[src/rtl/core/msbp_pkg.sv]
// shared constants and types for the msb-first bit packer
package msbp_pkg;

  localparam int unsigned BYTE_BITS = 8;
  localparam int unsigned PEND_BITS = 7;
  localparam int unsigned USED_W    = 3;
  localparam int unsigned NEED_W    = 4;

  // input action codes
  localparam logic ACTION_SEND  = 1'b0;
  localparam logic ACTION_FLUSH = 1'b1;

  // queue status seen by the front and the back
  typedef struct packed {
    logic full;
    logic empty;
  } msbp_q_stat_t;

endpackage

[src/rtl/core/msb_first_bit_packer_core.sv]
// top level of the msb-first variable-length bit packer
// A send transfer appends the low in_bit_count bits of in_code_value (counts above
// MAX_CODE_BITS saturate, a count of zero does nothing) to up to seven pending bits,
// and every byte that fills leaves on the out channel with its earliest bit in bit 7;
// a flush transfer pads the pending bits with zeros and sends that byte if any bits
// were waiting. out_last_of_run marks the final byte caused by one input transfer.
// Inputs pass through a two-entry queue to a packing engine that closes one byte per
// cycle while the output register can take it: a send is loaded and left-aligned, each
// completed byte goes out, and leftover bits move into the pending register; a flush
// acts when popped. The engine runs as long as the byte output register can be refilled.
module msb_first_bit_packer_core #(
  parameter int unsigned MAX_CODE_BITS = 64
) (
  input  logic        clk,
  input  logic        rst_n,
  // input channel
  input  logic        in_valid,
  output logic        in_ready,
  input  logic        in_action,
  input  logic [63:0] in_code_value,
  input  logic [6:0]  in_bit_count,
  // result channel
  output logic        out_valid,
  input  logic        out_ready,
  output logic [7:0]  out_byte,
  output logic        out_last_of_run
);

  // queue entry: flush flag, saturated count, low code bits
  localparam int unsigned CNT_W  = $clog2(MAX_CODE_BITS + 1);
  localparam int unsigned DATA_W = 1 + CNT_W + MAX_CODE_BITS;

  msbp_pkg::msbp_q_stat_t q_stat;
  logic                   push;
  logic [DATA_W-1:0]      push_data;
  logic                   pop;
  logic [DATA_W-1:0]      pop_data;

  // classify and filter incoming transfers
  msbp_front #(
    .MAX_CODE_BITS (MAX_CODE_BITS),
    .CNT_W         (CNT_W),
    .DATA_W        (DATA_W)
  ) u_front (
    .in_valid      (in_valid),
    .in_ready      (in_ready),
    .in_action     (in_action),
    .in_code_value (in_code_value),
    .in_bit_count  (in_bit_count),
    .q_stat        (q_stat),
    .push          (push),
    .push_data     (push_data)
  );

  // decouples acceptance from byte production
  msbp_fifo #(
    .DATA_W (DATA_W)
  ) u_fifo (
    .clk       (clk),
    .rst_n     (rst_n),
    .push      (push),
    .push_data (push_data),
    .pop       (pop),
    .pop_data  (pop_data),
    .q_stat    (q_stat)
  );

  // pending register and byte engine, registered output
  msbp_back #(
    .MAX_CODE_BITS (MAX_CODE_BITS),
    .CNT_W         (CNT_W),
    .DATA_W        (DATA_W)
  ) u_back (
    .clk             (clk),
    .rst_n           (rst_n),
    .q_stat          (q_stat),
    .pop_data        (pop_data),
    .pop             (pop),
    .out_valid       (out_valid),
    .out_ready       (out_ready),
    .out_byte        (out_byte),
    .out_last_of_run (out_last_of_run)
  );

endmodule

[src/rtl/core/msbp_front.sv]
// front end: accepts input transfers, drops empty sends, saturates the count
module msbp_front #(
  parameter int unsigned MAX_CODE_BITS = 64,
  parameter int unsigned CNT_W         = $clog2(MAX_CODE_BITS + 1),
  parameter int unsigned DATA_W        = 1 + CNT_W + MAX_CODE_BITS
) (
  input  logic                 in_valid,
  output logic                 in_ready,
  input  logic                 in_action,
  input  logic [63:0]          in_code_value,
  input  logic [6:0]           in_bit_count,
  input  msbp_pkg::msbp_q_stat_t q_stat,
  output logic                 push,
  output logic [DATA_W-1:0]    push_data
);

  logic             accept;
  logic             is_flush;
  logic [CNT_W-1:0] sat_count;

  assign in_ready = !q_stat.full;
  assign accept   = in_valid && in_ready;
  assign is_flush = (in_action == msbp_pkg::ACTION_FLUSH);

  always_comb begin
    if (in_bit_count > 7'(MAX_CODE_BITS)) begin
      sat_count = CNT_W'(MAX_CODE_BITS);
    end else begin
      sat_count = CNT_W'(in_bit_count);
    end
  end

  // a send of zero bits never reaches the queue
  assign push      = accept && (is_flush || (in_bit_count != 7'd0));
  assign push_data = {is_flush, sat_count, in_code_value[MAX_CODE_BITS-1:0]};

endmodule

[src/rtl/core/msbp_fifo.sv]
// two-entry queue between the front and the back
module msbp_fifo #(
  parameter int unsigned DATA_W = 8
) (
  input  logic                   clk,
  input  logic                   rst_n,
  input  logic                   push,
  input  logic [DATA_W-1:0]      push_data,
  input  logic                   pop,
  output logic [DATA_W-1:0]      pop_data,
  output msbp_pkg::msbp_q_stat_t q_stat
);

  logic [DATA_W-1:0] mem_r [2];
  logic              wr_ptr_r, wr_ptr_nxt;
  logic              rd_ptr_r, rd_ptr_nxt;
  logic [1:0]        cnt_r, cnt_nxt;

  assign q_stat.full  = (cnt_r == 2'd2);
  assign q_stat.empty = (cnt_r == 2'd0);
  assign pop_data     = mem_r[rd_ptr_r];

  always_comb begin
    wr_ptr_nxt = push ? !wr_ptr_r : wr_ptr_r;
    rd_ptr_nxt = pop ? !rd_ptr_r : rd_ptr_r;
    cnt_nxt    = cnt_r + 2'(push) - 2'(pop);
  end

  always_ff @(posedge clk) begin
    if (!rst_n) begin
      wr_ptr_r <= 1'b0;
      rd_ptr_r <= 1'b0;
      cnt_r    <= 2'd0;
    end else begin
      wr_ptr_r <= wr_ptr_nxt;
      rd_ptr_r <= rd_ptr_nxt;
      cnt_r    <= cnt_nxt;
    end
  end

  always_ff @(posedge clk) begin
    if (push) begin
      mem_r[wr_ptr_r] <= push_data;
    end
  end

endmodule

[src/rtl/core/msbp_back.sv]
// back end: packs queued codes into bytes, one byte per cycle while the output slot is free
module msbp_back #(
  parameter int unsigned MAX_CODE_BITS = 64,
  parameter int unsigned CNT_W         = $clog2(MAX_CODE_BITS + 1),
  parameter int unsigned DATA_W        = 1 + CNT_W + MAX_CODE_BITS
) (
  input  logic                   clk,
  input  logic                   rst_n,
  input  msbp_pkg::msbp_q_stat_t q_stat,
  input  logic [DATA_W-1:0]      pop_data,
  output logic                   pop,
  output logic                   out_valid,
  input  logic                   out_ready,
  output logic [7:0]             out_byte,
  output logic                   out_last_of_run
);

  localparam int unsigned W = MAX_CODE_BITS;

  logic                         q_flush;
  logic [CNT_W-1:0]             q_count;
  logic [W-1:0]                 q_code;

  logic                         busy_r, busy_nxt;
  logic [W-1:0]                 aligned_r, aligned_nxt;
  logic [CNT_W-1:0]             rem_r, rem_nxt;
  logic [msbp_pkg::PEND_BITS-1:0] acc_r, acc_nxt;
  logic [msbp_pkg::USED_W-1:0]  used_r, used_nxt;
  logic                         out_valid_r, out_valid_nxt;
  logic [7:0]                   out_byte_r, out_byte_nxt;
  logic                         out_last_r, out_last_nxt;

  logic                         slot_free;
  logic [msbp_pkg::NEED_W-1:0]  need;
  logic [CNT_W-1:0]             need_c;
  logic [7:0]                   top8;
  logic [7:0]                   acc_hi;
  logic [CNT_W-1:0]             shamt;

  assign {q_flush, q_count, q_code} = pop_data;

  assign slot_free = !out_valid_r || out_ready;
  assign need      = msbp_pkg::NEED_W'(msbp_pkg::BYTE_BITS) - {1'b0, used_r};
  assign need_c    = CNT_W'(need);
  assign top8      = aligned_r[W-1 -: 8];
  // pending bits moved up to the top of a byte
  assign acc_hi    = 8'({1'b0, acc_r} << need);
  assign shamt     = CNT_W'(W) - q_count;

  always_comb begin
    busy_nxt      = busy_r;
    aligned_nxt   = aligned_r;
    rem_nxt       = rem_r;
    acc_nxt       = acc_r;
    used_nxt      = used_r;
    out_valid_nxt = out_valid_r && !out_ready;
    out_byte_nxt  = out_byte_r;
    out_last_nxt  = out_last_r;
    pop           = 1'b0;

    if (busy_r) begin
      if (slot_free) begin
        if (rem_r >= need_c) begin
          // enough bits to close a byte
          out_valid_nxt = 1'b1;
          out_byte_nxt  = acc_hi | (top8 >> used_r);
          out_last_nxt  = ((rem_r - need_c) < CNT_W'(msbp_pkg::BYTE_BITS));
          rem_nxt       = rem_r - need_c;
          aligned_nxt   = aligned_r << need;
          acc_nxt       = '0;
          used_nxt      = '0;
          busy_nxt      = (rem_r != need_c);
        end else begin
          // leftover bits go to the pending register
          acc_nxt  = msbp_pkg::PEND_BITS'(({1'b0, acc_r} << rem_r)
                     | (top8 >> (CNT_W'(msbp_pkg::BYTE_BITS) - rem_r)));
          used_nxt = used_r + msbp_pkg::USED_W'(rem_r);
          busy_nxt = 1'b0;
        end
      end
    end else if (!q_stat.empty && slot_free) begin
      pop = 1'b1;
      if (q_flush) begin
        if (used_r != '0) begin
          out_valid_nxt = 1'b1;
          out_byte_nxt  = acc_hi;
          out_last_nxt  = 1'b1;
        end
        acc_nxt  = '0;
        used_nxt = '0;
      end else begin
        // left-align the code so its first bit sits at the top
        aligned_nxt = q_code << shamt;
        rem_nxt     = q_count;
        busy_nxt    = 1'b1;
      end
    end
  end

  always_ff @(posedge clk) begin
    if (!rst_n) begin
      busy_r      <= 1'b0;
      acc_r       <= '0;
      used_r      <= '0;
      out_valid_r <= 1'b0;
    end else begin
      busy_r      <= busy_nxt;
      acc_r       <= acc_nxt;
      used_r      <= used_nxt;
      out_valid_r <= out_valid_nxt;
    end
  end

  always_ff @(posedge clk) begin
    aligned_r  <= aligned_nxt;
    rem_r      <= rem_nxt;
    out_byte_r <= out_byte_nxt;
    out_last_r <= out_last_nxt;
  end

  assign out_valid       = out_valid_r;
  assign out_byte        = out_byte_r;
  assign out_last_of_run = out_last_r;

endmodule
[config.mk]
export PLATFORM = sky130hd
export DESIGN_NAME = msb_first_bit_packer_core
export DESIGN_NICKNAME = d
export VERILOG_FILES = /design/src/rtl/core/msbp_pkg.sv /design/src/rtl/core/msb_first_bit_packer_core.sv /design/src/rtl/core/msbp_front.sv /design/src/rtl/core/msbp_fifo.sv /design/src/rtl/core/msbp_back.sv
export SDC_FILE = /design/constraint.sdc
export NUM_CORES = 1
export LEC_CHECK = 0
export BUFFER_PORTS_ARGS = -buffer_cell sky130_fd_sc_hd__buf_2
export CAP_MARGIN = 20
export CORE_UTILIZATION = 57
export CTS_CLUSTER_SIZE = 25
export DETAILED_ROUTE_END_ITERATION = 10
export PLACE_DENSITY = 0.78
export SLEW_MARGIN = 10
export SYNTH_ARGS = -nofsm -noshare
export SYNTH_HDL_FRONTEND = slang
export SYNTH_SLANG_ARGS = --single-unit
[constraint.sdc]
create_clock -name clk -period 7.1 [get_ports clk]
set_input_delay 1.065 -clock clk [delete_from_list [all_inputs] [get_ports clk]]
set_output_delay 1.065 -clock clk [all_outputs]
set_load 0.005 [all_outputs]
== Yosys cells after proc, flatten, opt, wreduce, memory -nomap -nowiden ==
Memories as Yosys holds them, arrays and structs flattened. A register that Yosys moved wholly into a read port is not among the register bits.
Cells that the tools add are included.

* $add $sub $neg: 7
* $mul: 0
* Divide/modulo/power cells: 0
* Order comparisons: 3
* Equality and inequality tests: 5
* Shift-type cells: 6
* Multiplexer cells: 50
* Bitwise logic cells: 2
* Reductions and logical operators: 21

{| class="wikitable"
|+ Operators by type and width
! kind !! number
|-
| two-way mux 64 bit || 5
|-
| two-way mux 7 bit || 11
|-
| << shifter 64 x 4 -> 64 bit || 1
|-
| << shifter 64 x 7 -> 64 bit || 1
|-
| two-way mux 8 bit || 6
|-
| two-way mux 1 bit || 23
|-
| two-way mux 3 bit || 5
|-
| OR 8 bit || 1
|-
| << shifter 7 x 4 -> 8 bit || 1
|-
| >> shifter 8 x 3 -> 8 bit || 1
|-
| >> shifter 8 x 7 -> 7 bit || 1
|-
| >= comparator 7 x 4 -> 1 bit || 1
|-
| > comparator 7 bit, second input constant || 1
|-
| < comparator 7 x 4 -> 1 bit, second input constant || 1
|-
| inequality test 7 x 4 -> 1 bit || 1
|-
| OR 7 bit || 1
|-
| nonzero test 7 bit || 1
|-
| << shifter 7 x 7 -> 7 bit || 1
|-
| subtractor 4 x 7 -> 7 bit, first input constant || 1
|-
| subtractor 7 x 4 -> 7 bit || 1
|-
| subtractor 7 bit, first input constant || 1
|-
| logical NOT 1 bit || 6
|-
| nonzero test 2 bit || 3
|-
| AND reduction 5 bit || 1
|-
| other kinds (13) || 18
|}

* Bits in registers: 96
* Bits in latches: 0
* Bits in writable memories: 144
* ROM bits: 0
* Bits of input ports: 76
* Word-level logic and storage cells: 106
* Memories: 1

{| class="wikitable"
|+ Memory list
! memory !! words !! bits a word !! read ports !! clocked after Yosys merged registers in !! wr ports !! line !! source
|-
| u_fifo.mem_r || 2 || 72 || 1 || 1 || 1 || msbp_fifo.sv:14 || <nowiki>logic [DATA_W-1:0] mem_r [2];</nowiki>
|}

== Longest topological paths before layout ==
Gate-level depths: netlist of the first run.

* Depth after elaboration: 7
* Gate-level depth with buffers: 17
* Gate-level depth less buffers: 11

== Hierarchy ==
From an unflattened synthesis of the first run, not the netlist that was laid out.

* Cell total of the unflattened synthesis: 1,504
* Area total of the unflattened synthesis: 17,847.1 um^2

{| class="wikitable"
|+ Modules (own cells, without submodules)
! module !! times used !! cells each !! area each (um^2)
|-
| msbp_back || 1 || 1,182 || 11,494.8
|-
| msbp_fifo || 1 || 245 || 5,774.3
|-
| msbp_front || 1 || 77 || 578.1
|}

== Worst setup path before layout of the first run ==
OpenSTA, ideal clock, no wires.

* Path type: register -> register
* From: reg u_back.used_r[0] in the netlist's numbering
* To: reg u_back.aligned_r[62] (enable)
* Arrival time: 7,282 ps
* Slack: -486 ps
* Stages on the path, launching flop included: 16
* Clock period less this slack: 7,586 ps
* Cells stage by stage: dfxtp_1 > buf_2 > buf_2 > inv_1 > clkbuf_1 > buf_1 > ha_1 > clkbuf_1 > clkbuf_1 > inv_1 > ha_1 > a21o_1 > a21o_1 > a2111oi_1 > a21oi_1 > o31a_1

* Cells in the longest elaborated chain, start to end: 4

{| class="wikitable"
|+ RTL lines
! what !! line !! source
|-
| start: declaration || msbp_back.sv:28 || <nowiki>logic [msbp_pkg::USED_W-1:0] used_r, used_nxt;</nowiki>
|-
| start signal: assignment || msbp_back.sv:109 || <nowiki>used_r <= used_nxt;</nowiki>
|-
| subtractor 4 x 3 -> 4 bit || msbp_back.sv:43 || <nowiki>assign need = msbp_pkg::NEED_W'(msbp_pkg::BYTE_BITS) - {1'b0, used_r};</nowiki>
|-
| >= comparator 7 x 4 -> 1 bit || msbp_back.sv:63 || <nowiki>if (rem_r >= need_c) begin</nowiki>
|-
| inequality test 2 bit (no source line) || -- ||
|-
| AND reduction 4 bit (no source line) || -- ||
|-
| end signal: assignment || msbp_back.sv:115 || <nowiki>aligned_r <= aligned_nxt;</nowiki>
|-
| end: declaration || msbp_back.sv:25 || <nowiki>logic [W-1:0] aligned_r, aligned_nxt;</nowiki>
|}

No other way between the ends.
A chain may end at the register's enable or synchronous reset.

==> flow_summary_export.csv, run 1 <==
group,metric,value,unit
power,leakage,0.00690,uW
grt,grt_max_degree,83,
grt,antenna_found_initial,1,
critical_path,crit_fanout,39,
cts,cts_htree_levels,1,
placement,portBuffers,86,
cells_and_area,fin_util,0.635,
die,chipWidth,177,um
cells_and_area,area_growth,8.53,%
critical_path,reg2reg_slack,2.02,ns
sta,setup_ws,2.02,ns
grt,grt_pass1_vias,13067,
cts,cts_buffers,27,
cells_and_area,antennaDiodeCount,0,
sta,hold_viol,0,
yosys,ys_top_cells_by_count,"316 x mux2i_1, 224 x edfxtp_1, 103 x nand2_1, 93 x nor2_1, 77 x mux4_2",
detailed_routing,drt-total-wl,48.7,mm
yosys,synthArstFlopShare,0,
die,dieArea,31400,um^2
yosys,syn-instance-count,1523,
sta,tns,0,ns
cts,clk_path_buf_depth,3,
yosys,synth_most_common_cell,"mux2i_1",
cells_and_area,nets,1634,
die,start_util,0.585,
sta,fmax,0.197,GHz
yosys,synth_nets,1612,
placement,place_worst_setup_slack,2.13,ns
critical_path,worstSetupStartpointType,"register",
worst_hold_path,hold_path.class,"reg2reg",
cts,cts_setup_buffers,0,
yosys,syn_area_per_cell,11.5,um^2
cts,clock_latency,0.56,ns
grt,gr-total-overflow,0,
power,vdd_drop_max,0.321,mV
cells_and_area,drive_gt1_frac,0.210,
yosys,yosys_warnings,0,
cts,cts_root_buf,"clkbuf_16",
placement,hpwl,35.7,mm
cts,clkSinkCount,241,
sta,fin_crit_sh,0.715,
sta,tightest_slew,1.12,ns
yosys,yosys.area.top_type,"edfxtp_1",
die,die_h,177,um
power,power_density,440,nW/um^2
detailed_routing,viasPerCell,7.03,
sta,slew_headroom,0.252,
critical_path,cp.arrival,5.38,ns
cts,cts.clk_slew.worst_paths,0.06,ns
die,ioPinCount,87,
detailed_routing,drc_errors,0,
detailed_routing,drt_iter0_drc,1615,
sta,setup_violations,0,
yosys,synth_top_area_share,0.385,
yosys,syn-cell-area,17500,um^2
grt,grt_use_total,0.310,
detailed_routing,dr.pass1.iters,6,
die,core,29900,um^2
critical_path,worst-r2r-cell-count,9,
cts,cts.repair.resized,0,
yosys,ys_ff_latch,241,
power,power,8340,uW
cts,ctsHoldBuffers,0,
critical_path,worstSetupPathType,"reg2reg",
cts,cts_tree,"yes",
yosys,synth_edf_count,224,
die,placementRows,63,
run,maxCapViolCount,0,
sta,rsz0062_at_grt,"false",
yosys,ys_top_cells_by_area,"edfxtp_1 38%, mux2i_1 18%, mux4_2 9.9%",
yosys,synthFlopType,"edfxtp_1",
yosys,ys_types,76,
yosys,ys_seq_area_frac,0.404,
sta,fin_crit,5.08,ns
sta,final_max_slew_viol_count,0,
detailed_routing,postRouteAntennaNets,0,
detailed_routing,vias,13726,
cells_and_area,fillers,2314,
critical_path,reg2reg_to,"u_back.aligned_r[60]",
placement,gp_congestion,1.07,
sta,fin_skew,0.0118,ns
detailed_routing,wl_per_cell,24.9,um
run_status,status,"complete, no violations",
critical_path,end_kind,"register",
grt,grt_pass1_wl,74.9,mm
critical_path,cp.required,7.40,ns
critical_path,cp-endpoint,"u_back.aligned_r[60]",
-- registers in the layout, summed over array words and instances (netlist names), named ones only --
signal / flops
u_back.acc_r: 7
u_back.aligned_r: 64
u_back.busy_r: 1
u_back.out_byte: 8
u_back.out_last_of_run: 1
u_back.out_valid: 1
u_back.rem_r: 7
u_back.used_r: 3
u_fifo.cnt_r: 2
u_fifo.mem_r: 144
u_fifo.rd_ptr_r: 1
u_fifo.wr_ptr_r: 1
-- worst max-delay path, stage by stage, from the launching register on --
cell and delay (ns):
dfxtp_2 0.67, buf_4 0.37, nand2_1 0.14, a21boi_0 0.20, ha_2 0.89, clkinv_1 0.84, buf_4 0.46, a221oi_2 0.66
o22ai_1 0.17, or3_1 0.39
-- cell families (layout without fill, tap and decap cells) --
kind of cell / Yosys count / after routing / share of synthesized area
XOR/XNOR: 17 / 17 / 0.00959
buffers and inverters: 139 / 179 / 0.0355
adder cells (fa/ha/maj): 13 / 13 / 0.0102
AND/OR/NAND/NOR: 319 / 319 / 0.0841
multiplexers: 463 / 463 / 0.326
AO/OA/AOI/OAI: 331 / 331 / 0.130
flip-flops: 241 / 241 / 0.404
-- per-stage QoR --
step | std cells | instance area (um^2) | hold WS (ns)
4_1_cts | 1953 | 19000 | 0.554
2_1_floorplan | 1523 | 17500 | 0.483
3_5_place_dp | 1906 | 18100 | 0.534
6_report | 1953 | 19000 | 0.549
5_1_grt | 1953 | 19000 | 0.558
3_3_place_gp | 1905 | 18100 | 0.537
-- cells in the final DEF (no fill, tap or decap), types with 51 or more instances in the layout --
cell,count
o21ai_0,62
mux2i_1,316
buf_2,86
mux2_2,69
edfxtp_1,224
nor2_1,91
nand2_1,103
mux4_2,77
o22ai_1,59
a21oi_1,51
-- how the worst min path moves through the flow --
stage,from,end,slack [ns],cells past startpoint
after floorplan,u_back.acc_r[6],u_back.acc_r[6],0.48,1
after global placement,u_back.acc_r[6],u_back.acc_r[6],0.54,1
after detailed placement,u_back.acc_r[6],u_back.acc_r[6],0.53,1
after CTS,u_back.acc_r[6],u_back.acc_r[6],0.55,1
after global routing,u_back.acc_r[6],u_back.acc_r[6],0.56,1
final,u_back.acc_r[6],u_back.acc_r[6],0.55,1
-- final cells by class --
type                    count  area, um^2  share of cell area
multi-input cells        1143        9840               0.519
clock buffers              32         694              0.0366
clock inverters            15         156             0.00825
flip-flops and latches    241        7070               0.373
repair buffers            113         641              0.0338
inverters                  19        71.3             0.00376
well taps                 390         488              0.0257
-- layer usage --
layer | vias up | share of wire | track usage
met4 | 2 | 0.046 | 0.125
li1 | 6096 | - | -
met2 | 809 | 0.45 | 0.482
met3 | 171 | 0.097 | 0.0571
met1 | 6648 | 0.41 | 0.428
met5 | - | 0.00031 | 0
-- report_power, final --
group	switching (uW)	internal, uW
Combinational	2770	1730
Sequential	408	2070
Clock	581	778
Total	3760	4580
Power figures use the tool's default switching activity.
==> run 2, diff against run 1 <==
CORE_UTILIZATION = 60   (was 57)
clock period = 4.8 ns   (was 7.1 ns; I/O delays follow)
==> flow_summary_export.csv, run 2 (synthesized netlist as in run 1, its figures left out) <==
group,metric,value,unit
sta,fmax,0.239,GHz
detailed_routing,drt_iter0_drc,1900,
sta,setup_violations,0,
critical_path,cp.required,5.20,ns
die,die_h,173,um
cells_and_area,fillers,2183,
power,power,12400,uW
critical_path,crit_fanout,17,
die,dieArea,29800,um^2
worst_hold_path,hp-start,"in_code_value[41]",
cts,cts_htree_levels,1,
critical_path,end_kind,"register",
detailed_routing,drt-total-wl,51.8,mm
detailed_routing,wl_per_cell,26.4,um
power,vdd_drop_max,0.358,mV
cts,clk_path_buf_depth,3,
cts,cts_root_buf,"clkbuf_16",
detailed_routing,drc_errors,0,
sta,final_max_slew_viol_count,0,
sta,hold_viol,0,
cts,clock_latency,0.53,ns
detailed_routing,postRouteAntennaNets,0,
sta,slew_headroom,0.272,
critical_path,cp.arrival,4.57,ns
power,leakage,0.00697,uW
run,maxCapViolCount,0,
cts,cts.clk_slew.worst_paths,0.07,ns
worst_hold_path,hold_path.class,"in2reg",
cts,cts_buffers,25,
grt,grt_pass1_vias,13315,
grt,gr-total-overflow,0,
die,start_util,0.609,
die,placementRows,62,
cells_and_area,area_growth,9.21,%
cts,cts_tree,"yes",
sta,tns,0,ns
cells_and_area,largest_reg_flops,144,
critical_path,worstSetupPathType,"reg2reg",
cells_and_area,antennaDiodeCount,0,
critical_path,worstSetupStartpointType,"register",
cts,cts_setup_buffers,0,
placement,place_worst_setup_slack,0.732,ns
run_status,status,"complete, no violations",
cells_and_area,final_cell_mix,"316 x mux2i_1, 224 x edfxtp_1, 103 x nand2_1, 91 x nor2_1, 86 x buf_2",
sta,tightest_slew,1.08,ns
sta,fin_crit,4.18,ns
sta,rsz0062_at_grt,"false",
cts,clkSinkCount,241,
grt,grt_pass1_wl,80.2,mm
cts,ctsHoldBuffers,0,
grt,grt_max_degree,74,
die,core,28700,um^2
grt,antenna_found_initial,0,
cells_and_area,drive_gt1_frac,0.220,
die,chipWidth,173,um
cells_and_area,nets,1647,
grt,grt_use_total,0.346,
cells_and_area,final_common_cell,"mux2i_1",
power,power_density,652,nW/um^2
cells_and_area,top_register,"u_fifo.mem_r",
detailed_routing,viasPerCell,7.08,
cts,cts.repair.resized,0,
sta,fin_crit_sh,0.870,
die,ioPinCount,87,
placement,gp_congestion,1.07,
placement,portBuffers,86,
placement,hpwl,37.8,mm
sta,fin_skew,0.0127,ns
detailed_routing,vias,13867,
detailed_routing,dr.pass1.iters,6,
sta,setup_ws,0.624,ns
[run 2: cell count changes in the layout (fill, tap and decap cells not counted), moves of 2 or more]
cell        previous run  this run
buf_12                 0         4
clkbuf_16             27        25
clkbuf_1               5         2
buf_4                 26        38
clkinv_4               1         5
inv_6                  2         0
clkinvlp_4             1         3
[run 2: cell type report]
type / instances / area (um^2) / area share
clock buffer: 27 / 633 / 0.0332
clock inverter: 18 / 189 / 0.00990
inverter: 19 / 71.3 / 0.00374
multi-input combinational: 1143 / 9840 / 0.516
sequential: 241 / 7070 / 0.371
tap: 384 / 480 / 0.0252
timing repair buffer: 128 / 796 / 0.0417
[run 2: final timing paths]
check                              end  slack, ns  cells after the start
hold reg to reg        u_back.acc_r[6]       0.56                      1
setup reg to reg  u_back.aligned_r[39]       0.62                     10
setup / recovery  u_back.aligned_r[39]       0.62                     10
hold / removal     u_fifo.mem_r[0][41]       0.37                      1
[run 2: metrics by stage]
step	hold slack, ns	utilization	instance area (um^2)	instances
detailed placement	0.551	0.636	18300	1915
global placement	0.539	0.636	18300	1915
CTS	0.354	0.665	19100	1960
global route	0.355	0.665	19100	1960
floorplan	0.483	-	17500	1523
finish	0.375	0.665	19100	1960
[run 2: worst max-delay path: stages, from the launching register on]
cell and delay, ns:
dfxtp_2 0.62, inv_2 0.06, a21boi_0 0.31, ha_2 0.36, xor2_4 0.59, buf_4 0.35, mux2i_1 0.41, mux2i_1 0.19
a21boi_0 0.79, a221oi_1 0.22, nand2_1 0.12
[run 2: report_power, final]
| group | switching, uW | leakage, uW | internal [uW] |
|---|---|---|---|
| Clock | 852 | 0.000397 | 1120 |
| Combinational | 4190 | 0.00431 | 2640 |
| Sequential | 580 | 0.00226 | 3060 |
| Total | 5620 | 0.00697 | 6820 |
[run 2: routing by layer]
layer | part of all wire | GRT usage | up-vias
li1 | - | - | 6118
met1 | 0.40 | 0.489 | 6800
met2 | 0.47 | 0.558 | 839
met3 | 0.099 | 0.0543 | 110
met4 | 0.029 | 0.0933 | 0
met5 | 0 | 0 | -
==> run 3, diff against run 2 <==
--- a/config.mk
+++ b/config.mk
@@ -9,6 +9,8 @@
 export CAP_MARGIN = 20
-export CORE_UTILIZATION = 60
+export CELL_PAD_IN_SITES_DETAIL_PLACEMENT = 1
+export CELL_PAD_IN_SITES_GLOBAL_PLACEMENT = 1
+export CORE_UTILIZATION = 55
 export CTS_CLUSTER_SIZE = 25
 export DETAILED_ROUTE_END_ITERATION = 10
-export PLACE_DENSITY = 0.78
+export PLACE_DENSITY_LB_ADDON = 0.1
 export SLEW_MARGIN = 10
==> constraint.sdc (replaced) <==
create_clock -name clk -period 5.35 [get_ports clk]
set_input_delay 0.2675 -clock clk [delete_from_list [all_inputs] [get_ports clk]]
set_output_delay 0.2675 -clock clk [all_outputs]
set_load 0.005 [all_outputs]
==> flow_summary_export.csv, run 3 (synthesized netlist as in run 1, its figures left out) <==
group,metric,value,unit
run_status,status,"complete, no violations",
cells_and_area,final_cell_mix,"316 x mux2i_1, 224 x edfxtp_1, 103 x nand2_1, 91 x nor2_1, 86 x buf_2",
power,vdd_drop_max,0.339,mV
worst_hold_path,hold_path.class,"in2reg",
critical_path,worstSetupStartpointType,"register",
cts,cts.clk_slew.worst_paths,0.06,ns
die,placementRows,64,
cts,cts_setup_buffers,0,
die,dieArea,32500,um^2
die,ioPinCount,87,
sta,setup_ws,0.950,ns
detailed_routing,drc_errors,0,
placement,place_worst_setup_slack,0.985,ns
cts,cts_buffers,26,
cells_and_area,fillers,3094,
sta,tightest_slew,1.17,ns
critical_path,end_kind,"register",
placement,place_area,18200,um^2
grt,grt_pass1_vias,15036,
detailed_routing,wl_per_cell,30.0,um
power,sw_frac_of_total,0.462,
detailed_routing,vias,14601,
grt,gr-total-overflow,0,
cts,clkSinkCount,241,
cells_and_area,final_common_cell,"mux2i_1",
cells_and_area,multi_input_area,9860,um^2
power,power_density,591,nW/um^2
cells_and_area,fin_cells,2035,
grt,grt_use_total,0.373,
sta,fmax,0.227,GHz
cts,cts.repair.resized,0,
cells_and_area,antennaDiodeCount,0,
placement,gp_congestion,0.967,
cells_and_area,area_growth,13.2,%
cells_and_area,nets,1711,
sta,slew_headroom,0.221,
cells_and_area,regArea,7070,um^2
die,core,30900,um^2
sta,rsz0062_at_grt,"false",
sta,tns,0,ns
critical_path,worstSetupPathType,"reg2reg",
detailed_routing,postRouteAntennaNets,0,
cells_and_area,top_register,"u_fifo.mem_r",
placement,hpwl,40.2,mm
placement,dp_cells,1925,
cts,cts_tree,"yes",
power,p_switching,5400,uW
cts,clk_path_buf_depth,3,
die,chipWidth,180,um
power,power_frac_seq,0.278,
critical_path,cp.required,5.56,ns
sta,fin_skew,0.0211,ns
detailed_routing,viasPerCell,7.17,
sta,fin_crit,4.40,ns
die,start_util,0.565,
detailed_routing,dr.pass1.iters,6,
grt,antenna_found_initial,0,
power,intPower,6290,uW
detailed_routing,drt_iter0_drc,1561,
sta,setup_violations,0,
placement,portBuffers,86,
cts,cts_root_buf,"clkbuf_16",
sta,final_max_slew_viol_count,0,
power,power,11700,uW
sta,hold_viol,0,
cells_and_area,postLayoutCellArea,19800,um^2
critical_path,cp.arrival,4.61,ns
cells_and_area,largest_reg_flops,144,
power,clkPwrFrac,0.167,
detailed_routing,drt-total-wl,61.1,mm
cts,cts_htree_levels,1,
grt,grt_pass1_wl,93.7,mm
run,maxCapViolCount,0,
cts,clock_latency,0.56,ns
power,leakage,0.00725,uW
die,die_h,180,um
grt,grt_max_degree,83,
power,comb_power_share,0.555,
cells_and_area,drive_gt1_frac,0.210,
sta,fin_crit_sh,0.822,
critical_path,crit_fanout,39,
-- run 3: changes by cell type in the layout (fill, tap and decap cells not counted), moves of 2 or more --
cell           before  now
buf_12              4    0
dlygate4sd3_1       0   65
ha_2                2    0
clkinv_4            5    1
clkbuf_16          25   27
bufinv_16           3    5
ha_4                1    3
buf_4              38   40
-- run 3: through the flow --
| stage | hold WS, ns | utilization |
|---|---|---|
| finish | 0.0175 | 0.640 |
| global route | 0.0308 | 0.640 |
| CTS | 0.0117 | 0.640 |
| detailed placement | 0.459 | 0.590 |
| global placement | 0.454 | 0.590 |
| floorplan | 0.366 | - |
-- run 3: metal layers --
metal	wire, um	vias up	global-route usage
met5	0	-	0
met2	29900	842	0.632
li1	-	6233	-
met3	4440	161	0.0400
met1	24700	7365	0.504
met4	2080	0	0.117
-- run 3: layout make-up --
class | instances | share of cell area
inverter | 19 | 0.00360
timing repair buffer | 191 | 0.0698
tap | 396 | 0.0250
clock inverter | 16 | 0.0112
sequential | 241 | 0.357
multi-input combinational | 1143 | 0.498
clock buffer | 29 | 0.0345
-- run 3: timing repair --
item,in CTS,in global routing
hold endpoints to repair,130,0
hold buffers,65,0
setup endpoints to repair,0,0
-- run 3: worst paths after layout --
| check | startpoint | end | slack [ns] | cells past startpoint |
|---|---|---|---|---|
| worst max-delay path | u_back.used_r[0] | u_back.aligned_r[26] | 0.95 | 10 |
| worst min-delay path | in_bit_count[6] | u_fifo.mem_r[0][70] | 0.02 | 1 |
| worst min register to register | u_back.acc_r[6] | u_back.acc_r[6] | 0.55 | 1 |
| worst max register to register | u_back.used_r[0] | u_back.aligned_r[26] | 0.95 | 10 |
-- run 3: power by group through the flow --
stage | clock (uW) | combinational, uW | sequential (uW)
5_1_grt | 2030 | 6730 | 3290
6_report | 1960 | 6480 | 3250
3_5_place_dp | 0 | 6070 | 3250
3_3_place_gp | 0 | 5970 | 3220
4_1_cts | 1930 | 6170 | 3220
2_1_floorplan | 0 | 4310 | 3030
-- run 3: critical path, stage by stage, from the launching register on --
cell and delay, ns:
dfxtp_4 0.56, inv_1 0.44, ha_4 0.73, inv_1 0.24, ha_1 0.36, nand4_1 0.08, o21ai_0 0.29, a2111oi_2 0.10
buf_4 0.19, a21oi_4 0.59, buf_4 0.45
